<file path="src/rtl/core/ordered_list_engine_core_assert.svh">
// Assertion macros shared by the ordered list engine RTL.
`ifndef ORDERED_LIST_ENGINE_CORE_ASSERT_SVH
`define ORDERED_LIST_ENGINE_CORE_ASSERT_SVH

// Same-cycle implication, checked outside reset.
`define OLEC_ASSERT_IMPLY(label, clk, rst_n, ante, cons) \
    label: assert property (@(posedge clk) disable iff (!rst_n) (ante) |-> (cons)) \
        else $error("ordered list engine: assertion failed");

// Next-cycle implication, checked outside reset.
`define OLEC_ASSERT_NEXT(label, clk, rst_n, ante, cons) \
    label: assert property (@(posedge clk) disable iff (!rst_n) (ante) |=> (cons)) \
        else $error("ordered list engine: assertion failed");

`endif

</file>
<file path="src/rtl/core/olec_pkg.sv">
// Package with the codes, types and defaults of the ordered list engine.
`default_nettype none

package olec_pkg;

    // Default number of list entries.
    localparam int CAPACITY_DEF = 16;

    // Operation modes carried by an input transaction.
    localparam logic [2:0] MODE_CLEAR      = 3'd0;
    localparam logic [2:0] MODE_INS_FRONT  = 3'd1;
    localparam logic [2:0] MODE_INS_BACK   = 3'd2;
    localparam logic [2:0] MODE_RM_FRONT   = 3'd3;
    localparam logic [2:0] MODE_RM_BACK    = 3'd4;
    localparam logic [2:0] MODE_LOOKUP     = 3'd5;
    localparam logic [2:0] MODE_LOOKUP_RM  = 3'd6;

    // Result status codes.
    localparam logic [1:0] STATUS_OK   = 2'd0;
    localparam logic [1:0] STATUS_MISS = 2'd1;
    localparam logic [1:0] STATUS_FULL = 2'd2;

    // Commands broadcast to every cell of the row.
    localparam logic [2:0] CELL_HOLD        = 3'd0;
    localparam logic [2:0] CELL_SHIFT_RIGHT = 3'd1;
    localparam logic [2:0] CELL_SHIFT_LEFT  = 3'd2;
    localparam logic [2:0] CELL_APPEND      = 3'd3;
    localparam logic [2:0] CELL_COMPARE     = 3'd4;
    localparam logic [2:0] CELL_CLOSE_GAP   = 3'd5;

    // Command and operand shared by all cells.
    typedef struct packed {
        logic [2:0]  op;
        logic [31:0] value;
    } cell_ctl_t;

endpackage

`default_nettype wire

</file>
<file path="src/rtl/core/ordered_list_engine_core.sv">
// Ordered list engine: insert, remove and search over a row of entry cells.
// Clear, insert and remove transactions give a valid result in the cycle after acceptance.
// Lookups first latch a compare in every cell, then encode the first hit in the search state.
// Throughput is one transaction per cycle, but the search phase of a lookup and a full
// output register hold off the next input transaction.
// Reset (rst_n low, asynchronous) empties the list and the output; entries are not cleared.
`default_nettype none

`include "ordered_list_engine_core_assert.svh"

module ordered_list_engine_core #(
    parameter int CAPACITY = olec_pkg::CAPACITY_DEF
) (
    input  wire         clk,
    input  wire         rst_n,
    // Input stream.
    input  wire         s_tvalid,
    output logic        s_tready,
    input  wire  [39:0] s_tdata,   // [2:0] mode, [34:3] value, [39:35] zero
    // Result stream.
    output logic        m_tvalid,
    input  wire         m_tready,
    output logic [15:0] m_tdata    // [1:0] status, [6:2] entry_count,
                                   // [10:7] match_position, [15:11] zero
);

    localparam int LEN_W = $clog2(CAPACITY + 1);
    localparam int POS_W = $clog2(CAPACITY);

    // Controller states.
    localparam logic ST_IDLE = 1'b0;
    localparam logic ST_SRCH = 1'b1;

    logic                state_reg;
    logic                state_next;
    logic                remove_reg;
    logic                remove_next;
    logic [LEN_W-1:0]    len_reg;
    logic [LEN_W-1:0]    len_next;
    logic                m_tvalid_reg;
    logic                m_tvalid_next;
    logic [15:0]         m_tdata_reg;
    logic [15:0]         m_tdata_next;

    logic                accept;
    logic [2:0]          in_mode;
    logic [31:0]         in_value;
    logic                list_full;
    logic                list_empty;
    logic                out_load;
    logic [1:0]          res_status;
    logic [POS_W-1:0]    res_pos;

    olec_pkg::cell_ctl_t ctl;
    logic [31:0]         entry_w [CAPACITY];
    logic [CAPACITY:0]   seen_w;
    logic [CAPACITY-1:0] first_hit_w;
    logic [POS_W-1:0]    hit_pos;
    logic [31:0]         count_wide;
    logic [31:0]         pos_wide;

    // Handshake and payload unpacking.
    assign s_tready = (state_reg == ST_IDLE) && (!m_tvalid_reg || m_tready);
    assign accept   = s_tvalid && s_tready;
    assign in_mode  = s_tdata[2:0];
    assign in_value = s_tdata[34:3];

    assign list_full  = (len_reg == LEN_W'(CAPACITY));
    assign list_empty = (len_reg == '0);

    // The row of cells. Each cell sees its two neighbors; the front cell takes the
    // inserted value on a shift toward the back. The match flag ripples from front
    // to back so that only the first matching cell reports a hit.
    assign seen_w[0] = 1'b0;

    for (genvar gi = 0; gi < CAPACITY; gi++)
    begin : g_cell
        logic [31:0] prev_w;
        logic [31:0] next_w;

        if (gi == 0)
        begin : g_front
            assign prev_w = ctl.value;
        end
        else
        begin : g_mid_prev
            assign prev_w = entry_w[gi-1];
        end

        if (gi == CAPACITY - 1)
        begin : g_back
            assign next_w = 32'd0;
        end
        else
        begin : g_mid_next
            assign next_w = entry_w[gi+1];
        end

        olec_cell #(
            .INDEX (gi),
            .LEN_W (LEN_W)
        ) u_cell (
            .clk        (clk),
            .ctl        (ctl),
            .length     (len_reg),
            .prev_entry (prev_w),
            .next_entry (next_w),
            .seen_in    (seen_w[gi]),
            .entry      (entry_w[gi]),
            .seen_out   (seen_w[gi+1]),
            .first_hit  (first_hit_w[gi])
        );
    end

    // At most one cell reports the first hit, so OR-ing the indices encodes it.
    always_comb
    begin
        hit_pos = '0;
        for (int i = 0; i < CAPACITY; i++)
        begin
            if (first_hit_w[i])
            begin
                hit_pos = hit_pos | POS_W'(i);
            end
        end
    end

    // Main control. Most modes finish in the cycle of acceptance. Lookups first
    // latch a compare result in every cell and finish in the search state.
    always_comb
    begin
        state_next  = state_reg;
        remove_next = remove_reg;
        len_next    = len_reg;
        ctl.op      = olec_pkg::CELL_HOLD;
        ctl.value   = in_value;
        out_load    = 1'b0;
        res_status  = olec_pkg::STATUS_OK;
        res_pos     = '0;

        case (state_reg)
            ST_IDLE:
            begin
                if (accept)
                begin
                    out_load = 1'b1;
                    case (in_mode)
                        olec_pkg::MODE_CLEAR:
                        begin
                            len_next = '0;
                        end
                        olec_pkg::MODE_INS_FRONT:
                        begin
                            if (list_full)
                            begin
                                res_status = olec_pkg::STATUS_FULL;
                            end
                            else
                            begin
                                ctl.op   = olec_pkg::CELL_SHIFT_RIGHT;
                                len_next = len_reg + LEN_W'(1);
                            end
                        end
                        olec_pkg::MODE_INS_BACK:
                        begin
                            if (list_full)
                            begin
                                res_status = olec_pkg::STATUS_FULL;
                            end
                            else
                            begin
                                ctl.op   = olec_pkg::CELL_APPEND;
                                len_next = len_reg + LEN_W'(1);
                            end
                        end
                        olec_pkg::MODE_RM_FRONT:
                        begin
                            if (list_empty)
                            begin
                                res_status = olec_pkg::STATUS_MISS;
                            end
                            else
                            begin
                                ctl.op   = olec_pkg::CELL_SHIFT_LEFT;
                                len_next = len_reg - LEN_W'(1);
                            end
                        end
                        olec_pkg::MODE_RM_BACK:
                        begin
                            if (list_empty)
                            begin
                                res_status = olec_pkg::STATUS_MISS;
                            end
                            else
                            begin
                                len_next = len_reg - LEN_W'(1);
                            end
                        end
                        olec_pkg::MODE_LOOKUP, olec_pkg::MODE_LOOKUP_RM:
                        begin
                            out_load    = 1'b0;
                            ctl.op      = olec_pkg::CELL_COMPARE;
                            remove_next = (in_mode == olec_pkg::MODE_LOOKUP_RM);
                            state_next  = ST_SRCH;
                        end
                        default:
                        begin
                            res_status = olec_pkg::STATUS_OK;
                        end
                    endcase
                end
            end
            ST_SRCH:
            begin
                // The output register was free when the lookup was accepted.
                out_load   = 1'b1;
                state_next = ST_IDLE;
                if (seen_w[CAPACITY])
                begin
                    res_pos = hit_pos;
                    if (remove_reg)
                    begin
                        ctl.op   = olec_pkg::CELL_CLOSE_GAP;
                        len_next = len_reg - LEN_W'(1);
                    end
                end
                else
                begin
                    res_status = olec_pkg::STATUS_MISS;
                end
            end
            default:
            begin
                state_next = ST_IDLE;
            end
        endcase
    end

    // The reported fields keep only their low bits when the list is larger.
    assign count_wide = 32'(len_next);
    assign pos_wide   = 32'(res_pos);

    always_comb
    begin
        m_tvalid_next = m_tvalid_reg && !m_tready;
        m_tdata_next  = m_tdata_reg;
        if (out_load)
        begin
            m_tvalid_next = 1'b1;
            m_tdata_next  = {5'd0, pos_wide[3:0], count_wide[4:0], res_status};
        end
    end

    always_ff @(posedge clk or negedge rst_n)
    begin
        if (!rst_n)
        begin
            state_reg    <= ST_IDLE;
            remove_reg   <= 1'b0;
            len_reg      <= '0;
            m_tvalid_reg <= 1'b0;
        end
        else
        begin
            state_reg    <= state_next;
            remove_reg   <= remove_next;
            len_reg      <= len_next;
            m_tvalid_reg <= m_tvalid_next;
        end
    end

    always_ff @(posedge clk)
    begin
        m_tdata_reg <= m_tdata_next;
    end

    assign m_tvalid = m_tvalid_reg;
    assign m_tdata  = m_tdata_reg;

    // The length never grows past the number of cells.
    `OLEC_ASSERT_IMPLY(a_len_bound, clk, rst_n, 1'b1, len_reg <= LEN_W'(CAPACITY))
    // The search phase always finds the output register empty.
    `OLEC_ASSERT_IMPLY(a_srch_out_free, clk, rst_n, state_reg == ST_SRCH, !m_tvalid_reg)
    // An accepted lookup moves to the search phase with no result yet.
    `OLEC_ASSERT_NEXT(a_lookup_srch, clk, rst_n,
        accept && (in_mode == olec_pkg::MODE_LOOKUP || in_mode == olec_pkg::MODE_LOOKUP_RM),
        state_reg == ST_SRCH && !m_tvalid_reg)
    // The ripple through the cells leaves at most one first hit.
    `OLEC_ASSERT_IMPLY(a_one_hit, clk, rst_n, state_reg == ST_SRCH, $onehot0(first_hit_w))

endmodule

`default_nettype wire

</file>
<file path="src/rtl/core/olec_cell.sv">
// One storage cell of the list row: an entry, its compare and its shift muxes.
`default_nettype none

module olec_cell #(
    parameter int INDEX = 0,
    parameter int LEN_W = 5
) (
    input  wire                clk,
    input  olec_pkg::cell_ctl_t ctl,
    input  wire [LEN_W-1:0]    length,
    input  wire [31:0]         prev_entry,
    input  wire [31:0]         next_entry,
    input  wire                seen_in,
    output logic [31:0]        entry,
    output logic               seen_out,
    output logic               first_hit
);

    logic [31:0] entry_reg;
    logic [31:0] entry_next;
    logic        match_reg;
    logic        match_next;
    logic        in_use;

    // The cell holds a live entry when its place is below the list length.
    assign in_use = (LEN_W'(INDEX) < length);

    // A cell at or behind the first match has seen a match.
    assign seen_out  = seen_in | match_reg;
    assign first_hit = match_reg & ~seen_in;
    assign entry     = entry_reg;

    always_comb
    begin
        entry_next = entry_reg;
        match_next = match_reg;
        case (ctl.op)
            olec_pkg::CELL_HOLD:
            begin
                entry_next = entry_reg;
            end
            olec_pkg::CELL_SHIFT_RIGHT:
            begin
                entry_next = prev_entry;
            end
            olec_pkg::CELL_SHIFT_LEFT:
            begin
                entry_next = next_entry;
            end
            olec_pkg::CELL_APPEND:
            begin
                if (length == LEN_W'(INDEX))
                begin
                    entry_next = ctl.value;
                end
            end
            olec_pkg::CELL_COMPARE:
            begin
                match_next = in_use && (entry_reg == ctl.value);
            end
            olec_pkg::CELL_CLOSE_GAP:
            begin
                if (seen_out)
                begin
                    entry_next = next_entry;
                end
            end
            default:
            begin
                entry_next = entry_reg;
            end
        endcase
    end

    always_ff @(posedge clk)
    begin
        entry_reg <= entry_next;
        match_reg <= match_next;
    end

endmodule

`default_nettype wire

</file>
<file path="config.mk">
export PLATFORM = sky130hd
export DESIGN_NAME = ordered_list_engine_core
export DESIGN_NICKNAME = d
export VERILOG_FILES = /design/src/rtl/core/olec_pkg.sv /design/src/rtl/core/ordered_list_engine_core.sv /design/src/rtl/core/olec_cell.sv
export VERILOG_INCLUDE_DIRS = /design/src /design/src/rtl/core
export SDC_FILE = /design/constraint.sdc
export NUM_CORES = 1
export LEC_CHECK = 0
export BUFFER_PORTS_ARGS = -buffer_cell sky130_fd_sc_hd__buf_2
export CAP_MARGIN = 40
export CORE_MARGIN = 1
export CORE_UTILIZATION = 25
export CTS_CLUSTER_SIZE = 24
export DETAILED_ROUTE_END_ITERATION = 12
export PLACE_DENSITY_LB_ADDON = 0.15
export SLEW_MARGIN = 30
export SYNTH_ARGS = -nofsm -noshare
export SYNTH_HDL_FRONTEND = slang
export SYNTH_SLANG_ARGS = --single-unit
</file>
<file path="constraint.sdc">
create_clock -name clk -period 5 [get_ports clk]
set_clock_uncertainty 0.1 [all_clocks]
set_input_delay 0.75 -clock clk [delete_from_list [all_inputs] [get_ports clk]]
set_output_delay 0.75 -clock clk [all_outputs]
set_load 0.02 [all_outputs]
</file>
== Yosys cells after proc, flatten, opt, wreduce, memory -nomap -nowiden ==
Cells that the tools add are included.

* Bits in registers: 547
* Input bits: 44
* Output and inout port bits: 18
* Logic and storage cells: 314

* Add/subtract/negate cells: 2
* Magnitude comparators: 16
* Eq/ne operators: 75
* Muxes and demuxes: 91
* Bitwise operators: 46
* Reductions and logical operators: 46

{| class="wikitable"
|+ Operators with widths
! kind !! count
|-
| 32-bit one-hot mux with 4 select lines || 16
|-
| 32-bit 2-to-1 mux || 32
|-
| 32-bit equality test || 16
|-
| 2-bit by 1-bit inequality test with 1-bit output, second input constant || 31
|-
| 3-bit AND reduction || 17
|-
| 5-bit by 4-bit equality test with 1-bit output, second input constant || 8
|-
| 4-bit by 5-bit less-than comparator with 1-bit output, first input constant || 8
|-
| 4-bit 2-to-1 mux || 8
|-
| 5-bit 2-to-1 mux || 5
|-
| 3-bit 2-to-1 mux || 7
|-
| 5-bit by 3-bit equality test with 1-bit output, second input constant || 4
|-
| 3-bit by 5-bit less-than comparator with 1-bit output, first input constant || 4
|-
| 1-bit logical AND || 19
|-
| 1-bit NOT || 16
|-
| 1-bit bitwise AND || 15
|-
| 3-bit equality test, second input constant || 5
|-
| 1-bit OR || 15
|-
| 5-bit one-hot mux with 3 select lines || 1
|-
| 3-bit by 2-bit equality test with 1-bit output, second input constant || 4
|-
| 2-bit 2-to-1 mux || 6
|-
| 3-bit one-hot mux with 4 select lines || 1
|-
| 5-bit by 2-bit equality test with 1-bit output, second input constant || 2
|-
| 1-bit by 5-bit less-than comparator with 1-bit output, first input constant || 2
|-
| 2-bit by 5-bit less-than comparator with 1-bit output, first input constant || 2
|-
| 18 further kinds || 32
|}

== Logic depth before layout (Yosys ltp) ==
* Depth in word-level cells: 20
* Depth in mapped cells: 11

== By module ==
From an unflattened synthesis, not the netlist that was laid out.

* Cell total of the unflattened synthesis: 4537
* Area total of the unflattened synthesis: 43536.8 um^2

{| class="wikitable"
|+ Modules (own cells, without submodules)
! module !! instances !! cells each !! area each (um^2)
|-
| olec_cell (g_cell[2].u_cell ...) || 2 || 280 || 2553.7
|-
| olec_cell (g_cell[12].u_cell) || 1 || 281 || 2800.2
|-
| olec_cell (g_cell[13].u_cell) || 1 || 280 || 2797.7
|-
| olec_cell (g_cell[10].u_cell) || 1 || 279 || 2707.6
|-
| olec_cell (g_cell[6].u_cell) || 1 || 278 || 2696.3
|-
| olec_cell (g_cell[5].u_cell) || 1 || 279 || 2683.8
|-
| olec_cell (g_cell[11].u_cell) || 1 || 279 || 2682.6
|-
| olec_cell (g_cell[15].u_cell) || 1 || 279 || 2681.3
|-
| olec_cell (g_cell[3].u_cell) || 1 || 279 || 2680.1
|-
| olec_cell (g_cell[7].u_cell) || 1 || 278 || 2680.1
|-
| olec_cell (g_cell[9].u_cell) || 1 || 278 || 2678.8
|-
| olec_cell (g_cell[1].u_cell) || 1 || 278 || 2673.8
|-
| olec_cell (g_cell[0].u_cell) || 1 || 278 || 2572.5
|-
| olec_cell (g_cell[8].u_cell) || 1 || 280 || 2549.9
|-
| +2 rows || n/a || n/a || n/a
|}

== Worst setup path after synthesis ==
No wires, ideal clock.

* Kind: register to register
* From: reg len_reg[1]
* To: reg g_cell[10].u_cell.entry_reg[0] (enable)
* Library setup time: 0.470 ns
* Arrival: 4.493 ns
* Data required time: 4.430 ns
* Path slack: -0.064 ns
* Cell stages (with the launch flop): 11
* Path buffers: 3
* Cell sequence: dfrtp_1 -> clkbuf_1 -> inv_1 -> ha_1 -> and4bb_4 -> or3_1 -> nor2_2 -> nor2b_1 -> clkbuf_2 -> buf_2 -> a211oi_1

* Longest elaborated chain between the ends: 8
* Elaborated cells between the ends (all ways): 17
* Classes of those cells: eq/ne: 8; mux: 6; reduce/logical: 3

{| class="wikitable"
|+ Ends and longest elaborated chain
! what !! line !! source
|-
| start, declared || ordered_list_engine_core.sv:38 || <nowiki>logic [LEN_W-1:0] len_reg;</nowiki>
|-
| start signal, assigned || ordered_list_engine_core.sv:267 || <nowiki>len_reg <= len_next;</nowiki>
|-
| 5-bit equality test / 5-bit logical NOT (equally long branches) || ordered_list_engine_core.sv:68, ordered_list_engine_core.sv:69 ||
|-
| 2-bit 2-to-1 mux (tied with other cells) || ordered_list_engine_core.sv:166 || <nowiki>if (list_full)</nowiki>
|-
| 3-bit one-hot mux with 4 select lines || ordered_list_engine_core.sv:147 || <nowiki>case (in_mode)</nowiki>
|-
| 3-bit 2-to-1 mux || ordered_list_engine_core.sv:144 || <nowiki>if (accept)</nowiki>
|-
| 3-bit one-hot mux with 2 select lines || ordered_list_engine_core.sv:141 || <nowiki>case (state_reg)</nowiki>
|-
| 3-bit equality test (tied with other cells) || olec_cell.sv:37 || <nowiki>case (ctl.op)</nowiki>
|-
| 2-bit by 1-bit inequality test with 1-bit output (no source line) / 4-bit nonzero test (equally long branches) || n/a ||
|-
| 3-bit AND reduction (no source line) (*) || n/a ||
|-
| end signal, assigned || olec_cell.sv:77 || <nowiki>entry_reg <= entry_next;</nowiki>
|-
| end, declared || olec_cell.sv:19 || <nowiki>logic [31:0] entry_reg;</nowiki>
|}

Mark *: on every way between the ends. The rest lies on a longest branch, timed or not.
A chain may end at the register's enable or synchronous reset.

== Final worst setup path ==
* From: reg len_reg[1]
* To: reg g_cell[15].u_cell.entry_reg[2] (enable)

* Longest elaborated chain between the ends: 8
* Elaborated cells between the ends (all ways): 17
* Classes of those cells: eq/ne: 8; mux: 6; reduce/logical: 3

{| class="wikitable"
|+ Ends and longest elaborated chain
! what !! line
|-
| 5-bit equality test / 5-bit logical NOT (equally long branches) || ordered_list_engine_core.sv:68, ordered_list_engine_core.sv:69
|-
| 2-bit 2-to-1 mux (tied with other cells) || ordered_list_engine_core.sv:166
|-
| 3-bit one-hot mux with 4 select lines || ordered_list_engine_core.sv:147
|-
| 3-bit 2-to-1 mux || ordered_list_engine_core.sv:144
|-
| 3-bit one-hot mux with 2 select lines || ordered_list_engine_core.sv:141
|-
| 3-bit equality test (tied with other cells) || olec_cell.sv:37
|-
| 2-bit by 1-bit inequality test with 1-bit output (no source line) / 4-bit nonzero test (equally long branches) || n/a
|-
| 3-bit AND reduction (no source line) (*) || n/a
|-
| end signal, assigned || olec_cell.sv:77
|-
| end, declared || olec_cell.sv:19
|}

Marked as above.

==> impl_metrics.env <==
export IMPL_wirelength_um=122000
export IMPL_die_area_um2=121000
export IMPL_cts_made_buffers=69
export IMPL_synth_compound_area_share_pct=17.5
export IMPL_initial_core_util_pct=25.3
export IMPL_synth_warnings=0
export IMPL_synthTopCellsByCount="edfxtp_1, a221o_1, xor2_1, xnor2_1, buf_2"
export IMPL_wire_per_inst_um=32.4
export IMPL_crit_type="reg -> reg"
export IMPL_grt_pass1_wl_um=167000
export IMPL_yosysMostFrequentCell="edfxtp_1"
export IMPL_fin_ws_ns=1.18
export IMPL_ys_seq_elements=547
export IMPL_cp_arrival_ns=4.01
export IMPL_die_height_um=347
export IMPL_cts_max_path_buffers=3
export IMPL_vias=21000
export IMPL_core_region_area_um2=118000
export IMPL_post_dp_hpwl_um=92100
export IMPL_cts_root_buf="clkbuf_16"
export IMPL_final_nets=2246
export IMPL_h_tree_depth=3
export IMPL_synth_top_family_by_area="compound AO/OA/AOI/OAI gates"
export IMPL_power_switching_mw=4.22
export IMPL_final_period_utilization_pct=76.3
export IMPL_grt_max_degree=186
export IMPL_cts_tree="yes"
export IMPL_io_buffers=51
export IMPL_whs_ns=0.306
export IMPL_syn_inst=2237
export IMPL_cpLargestDelayFamily="simple AND/OR/NAND/NOR gates"
export IMPL_slew_headroom_pct=29.5
export IMPL_gr_total_overflow=0
export IMPL_cts_resized=0
export IMPL_rows=126
export IMPL_io_pins=62
export IMPL_cellPowerDensity_nw_per_um2=402
export IMPL_ctsHoldBuffers=1
export IMPL_switching_share_pct=31.2
export IMPL_fp_dieW_um=347
export IMPL_cp_slowest_cell="a21oi_4"
export IMPL_syn_mean_instance_area_um2=13.3
export IMPL_internal_power_mw=9.31
export IMPL_finalPower_mw=13.5
export IMPL_p_clk_share_pct=35.2
export IMPL_rsz0062_at_grt="no"
export IMPL_firstDrtPassIters=6
export IMPL_end_kind="flip-flop"
export IMPL_fin_area_um2=33700
export IMPL_setup_viol=0
export IMPL_drc_errors=0
export IMPL_cp_num_buf_inv=3
export IMPL_antenna_found_initial=13
export IMPL_drv_cap=0
export IMPL_routabilityCongestion=0.922
export IMPL_clock_sinks=547
export IMPL_cp_start_kind="flip-flop"
export IMPL_crit_top_cell="buf_4"
export IMPL_dp_cells=3656
export IMPL_finalMaxSlewViolations=0
export IMPL_dpl_instance_area_um2=31600
export IMPL_outcome="completed"
export IMPL_largest_reg_flops=512
export IMPL_clk_latency_ns=0.62
export IMPL_drtIter0Drc=2410
export IMPL_worstPathRequired_ns=5.20
export IMPL_instances_no_fill=3779
export IMPL_crit_chain="inv_1 > ha_1 > and4bb_4 > or3_1 > nor2_2 > nor2b_2 > buf_4 > a21oi_4 > buf_4"
export IMPL_synthSimpleGateAreaFrac_pct=6.26
export IMPL_timing_worst_slew_pin_value_ns=1.06
export IMPL_synthArstFlopShare_pct=1.46
export IMPL_synthXorXnorAreaFrac_pct=15.1
export IMPL_synth_area_mux_share_pct=1.21
export IMPL_ant_nets=0
export IMPL_post_cts_buffers=0
export IMPL_synth_adder_area_share_pct=0.210
export IMPL_ys_types=59
export IMPL_peakVddDrop_mv=0.208
export IMPL_cp_max_fo=16
export IMPL_grt_usage_pct=19.8
export IMPL_hold_class="in -> reg"
export IMPL_cellLeakagePower_nw=11.0
export IMPL_synth_ff_type="edfxtp_1"
export IMPL_synth_edff_count=539
export IMPL_synth_area_leaders="edfxtp_1, a221o_1, xor2_1"
export IMPL_synth_top_cell_area_share_pct=54.3
export IMPL_finalCriticalPeriod_ns=3.82
export IMPL_yosysSeqAreaShare_pct=55.0
export IMPL_fmax_ghz=0.262
export IMPL_area_delta_synth_final_pct=13.0
export IMPL_grt_pass1_vias=20100
export IMPL_combPwrFrac_pct=19.6
export IMPL_yosysTopAreaCell="edfxtp_1"
export IMPL_drive_above_1_share_pct=12.9
export IMPL_hold_viol=0
export IMPL_path_clk_slew_ns=0.06
export IMPL_drt_vias_per_instance=5.57
export IMPL_dpl_worst_slack_ns=1.20
export IMPL_p_seq_share_pct=45.2
export IMPL_critical_path_max_stage_delay_ns=0.67
export IMPL_synth_area_um2=29800
## cells in the final DEF, fill, tap and decap left out, types with 3 or more instances in the layout
master     instances
nor4_1            89
nor2_1            29
nand2_1           24
and2_0             3
ha_1               5
o21ai_0            8
nor4_4             3
buf_4             72
a31oi_1            8
mux2_2            32
buf_12            10
clkbuf_16         69
inv_1             12
clkbuf_1          16
a21oi_1           23
dfrtp_1            8
conb_1             5
nand4_1           60
edfxtp_1         539
nand2b_1           4
clkinv_2           9
nor3_2             7
nor3_1            22
clkinv_1          16
and2_1            28
xnor2_1          182
bufinv_16          4
o21bai_1           4
a21o_1            33
a221o_1          448
buf_2             52
xor2_1           333
nand3_1           20
or4_1              5
o31ai_1            3
a211oi_4           4
nor4_2             3
## stage by stage
| step | utilization [%] | setup TNS (ns) |
|---|---|---|
| 5_1_grt | 28.5 | 0 |
| 6_report | 28.5 | 0 |
| 3_3_place_gp | 26.7 | 0 |
| 3_5_place_dp | 26.7 | 0 |
| 2_1_floorplan | - | -4.07 |
| 4_1_cts | 28.5 | 0 |
## final timing paths
kind                                        startpoint                     endpoint  slack [ns]  depth (start not counted)
max                                         len_reg[1]   g_cell[15].u_cell.entry[2]        1.18                          9
min                                           s_tvalid                     m_tvalid        0.31                          3
max reg2reg                                 len_reg[1]   g_cell[15].u_cell.entry[2]        1.18                          9
min reg2reg                g_cell[15].u_cell.entry[27]  g_cell[14].u_cell.entry[27]        0.50                          1
max in group asynchronous                        rst_n                   len_reg[2]        4.19                          2
min in group asynchronous                        rst_n                   len_reg[4]        0.43                          2
## worst min-delay path, cell delays in order
cell and delay [ns]:
buf_2 0.11, nand2_1 0.05, nand2_1 0.05
## power by group through the flow
stage               Sequential [mW]  Combinational [mW]  Clock [mW]
floorplan                      6.02                1.60           0
global placement               6.17                2.59           0
detailed placement             6.19                2.63           0
CTS                            6.09                2.64        4.88
global route                   6.15                2.76        5.01
finish                         6.11                2.65        4.77
## kinds of logic after synthesis
| group | count (synthesis) |
|---|---|
| DFF | 547 |
| and+or+nand+nor | 315 |
| muxes | 32 |
| buffers and inverters | 268 |
| other | 1 |
| AOI/OAI and AO/OA | 554 |
| adders and majority gates | 5 |
| xor gates and xnor gates | 515 |
## layout make-up
class,count,area (um2)
Fill cell,12000,84400
Clock buffer,85,1790
Tap cell,1536,1920
Clock inverter,31,243
Sequential cell,547,16400
Timing Repair Buffer,141,1100
Inverter,12,45.0
Antenna cell,1,2.50
Multi-Input combinational cell,1426,12200
## layer usage
| metal | share of wire, % | global-route usage, % | up-vias |
|---|---|---|---|
| li1 | - | - | 8923 |
| met1 | 44 | 27.4 | 11000 |
| met2 | 46 | 31.4 | 955 |
| met3 | 6.5 | 2.75 | 152 |
| met4 | 3.6 | 6.99 | 0 |
| met5 | 0 | 0 | - |
Note: power is estimated with default switching activity, not from simulation.
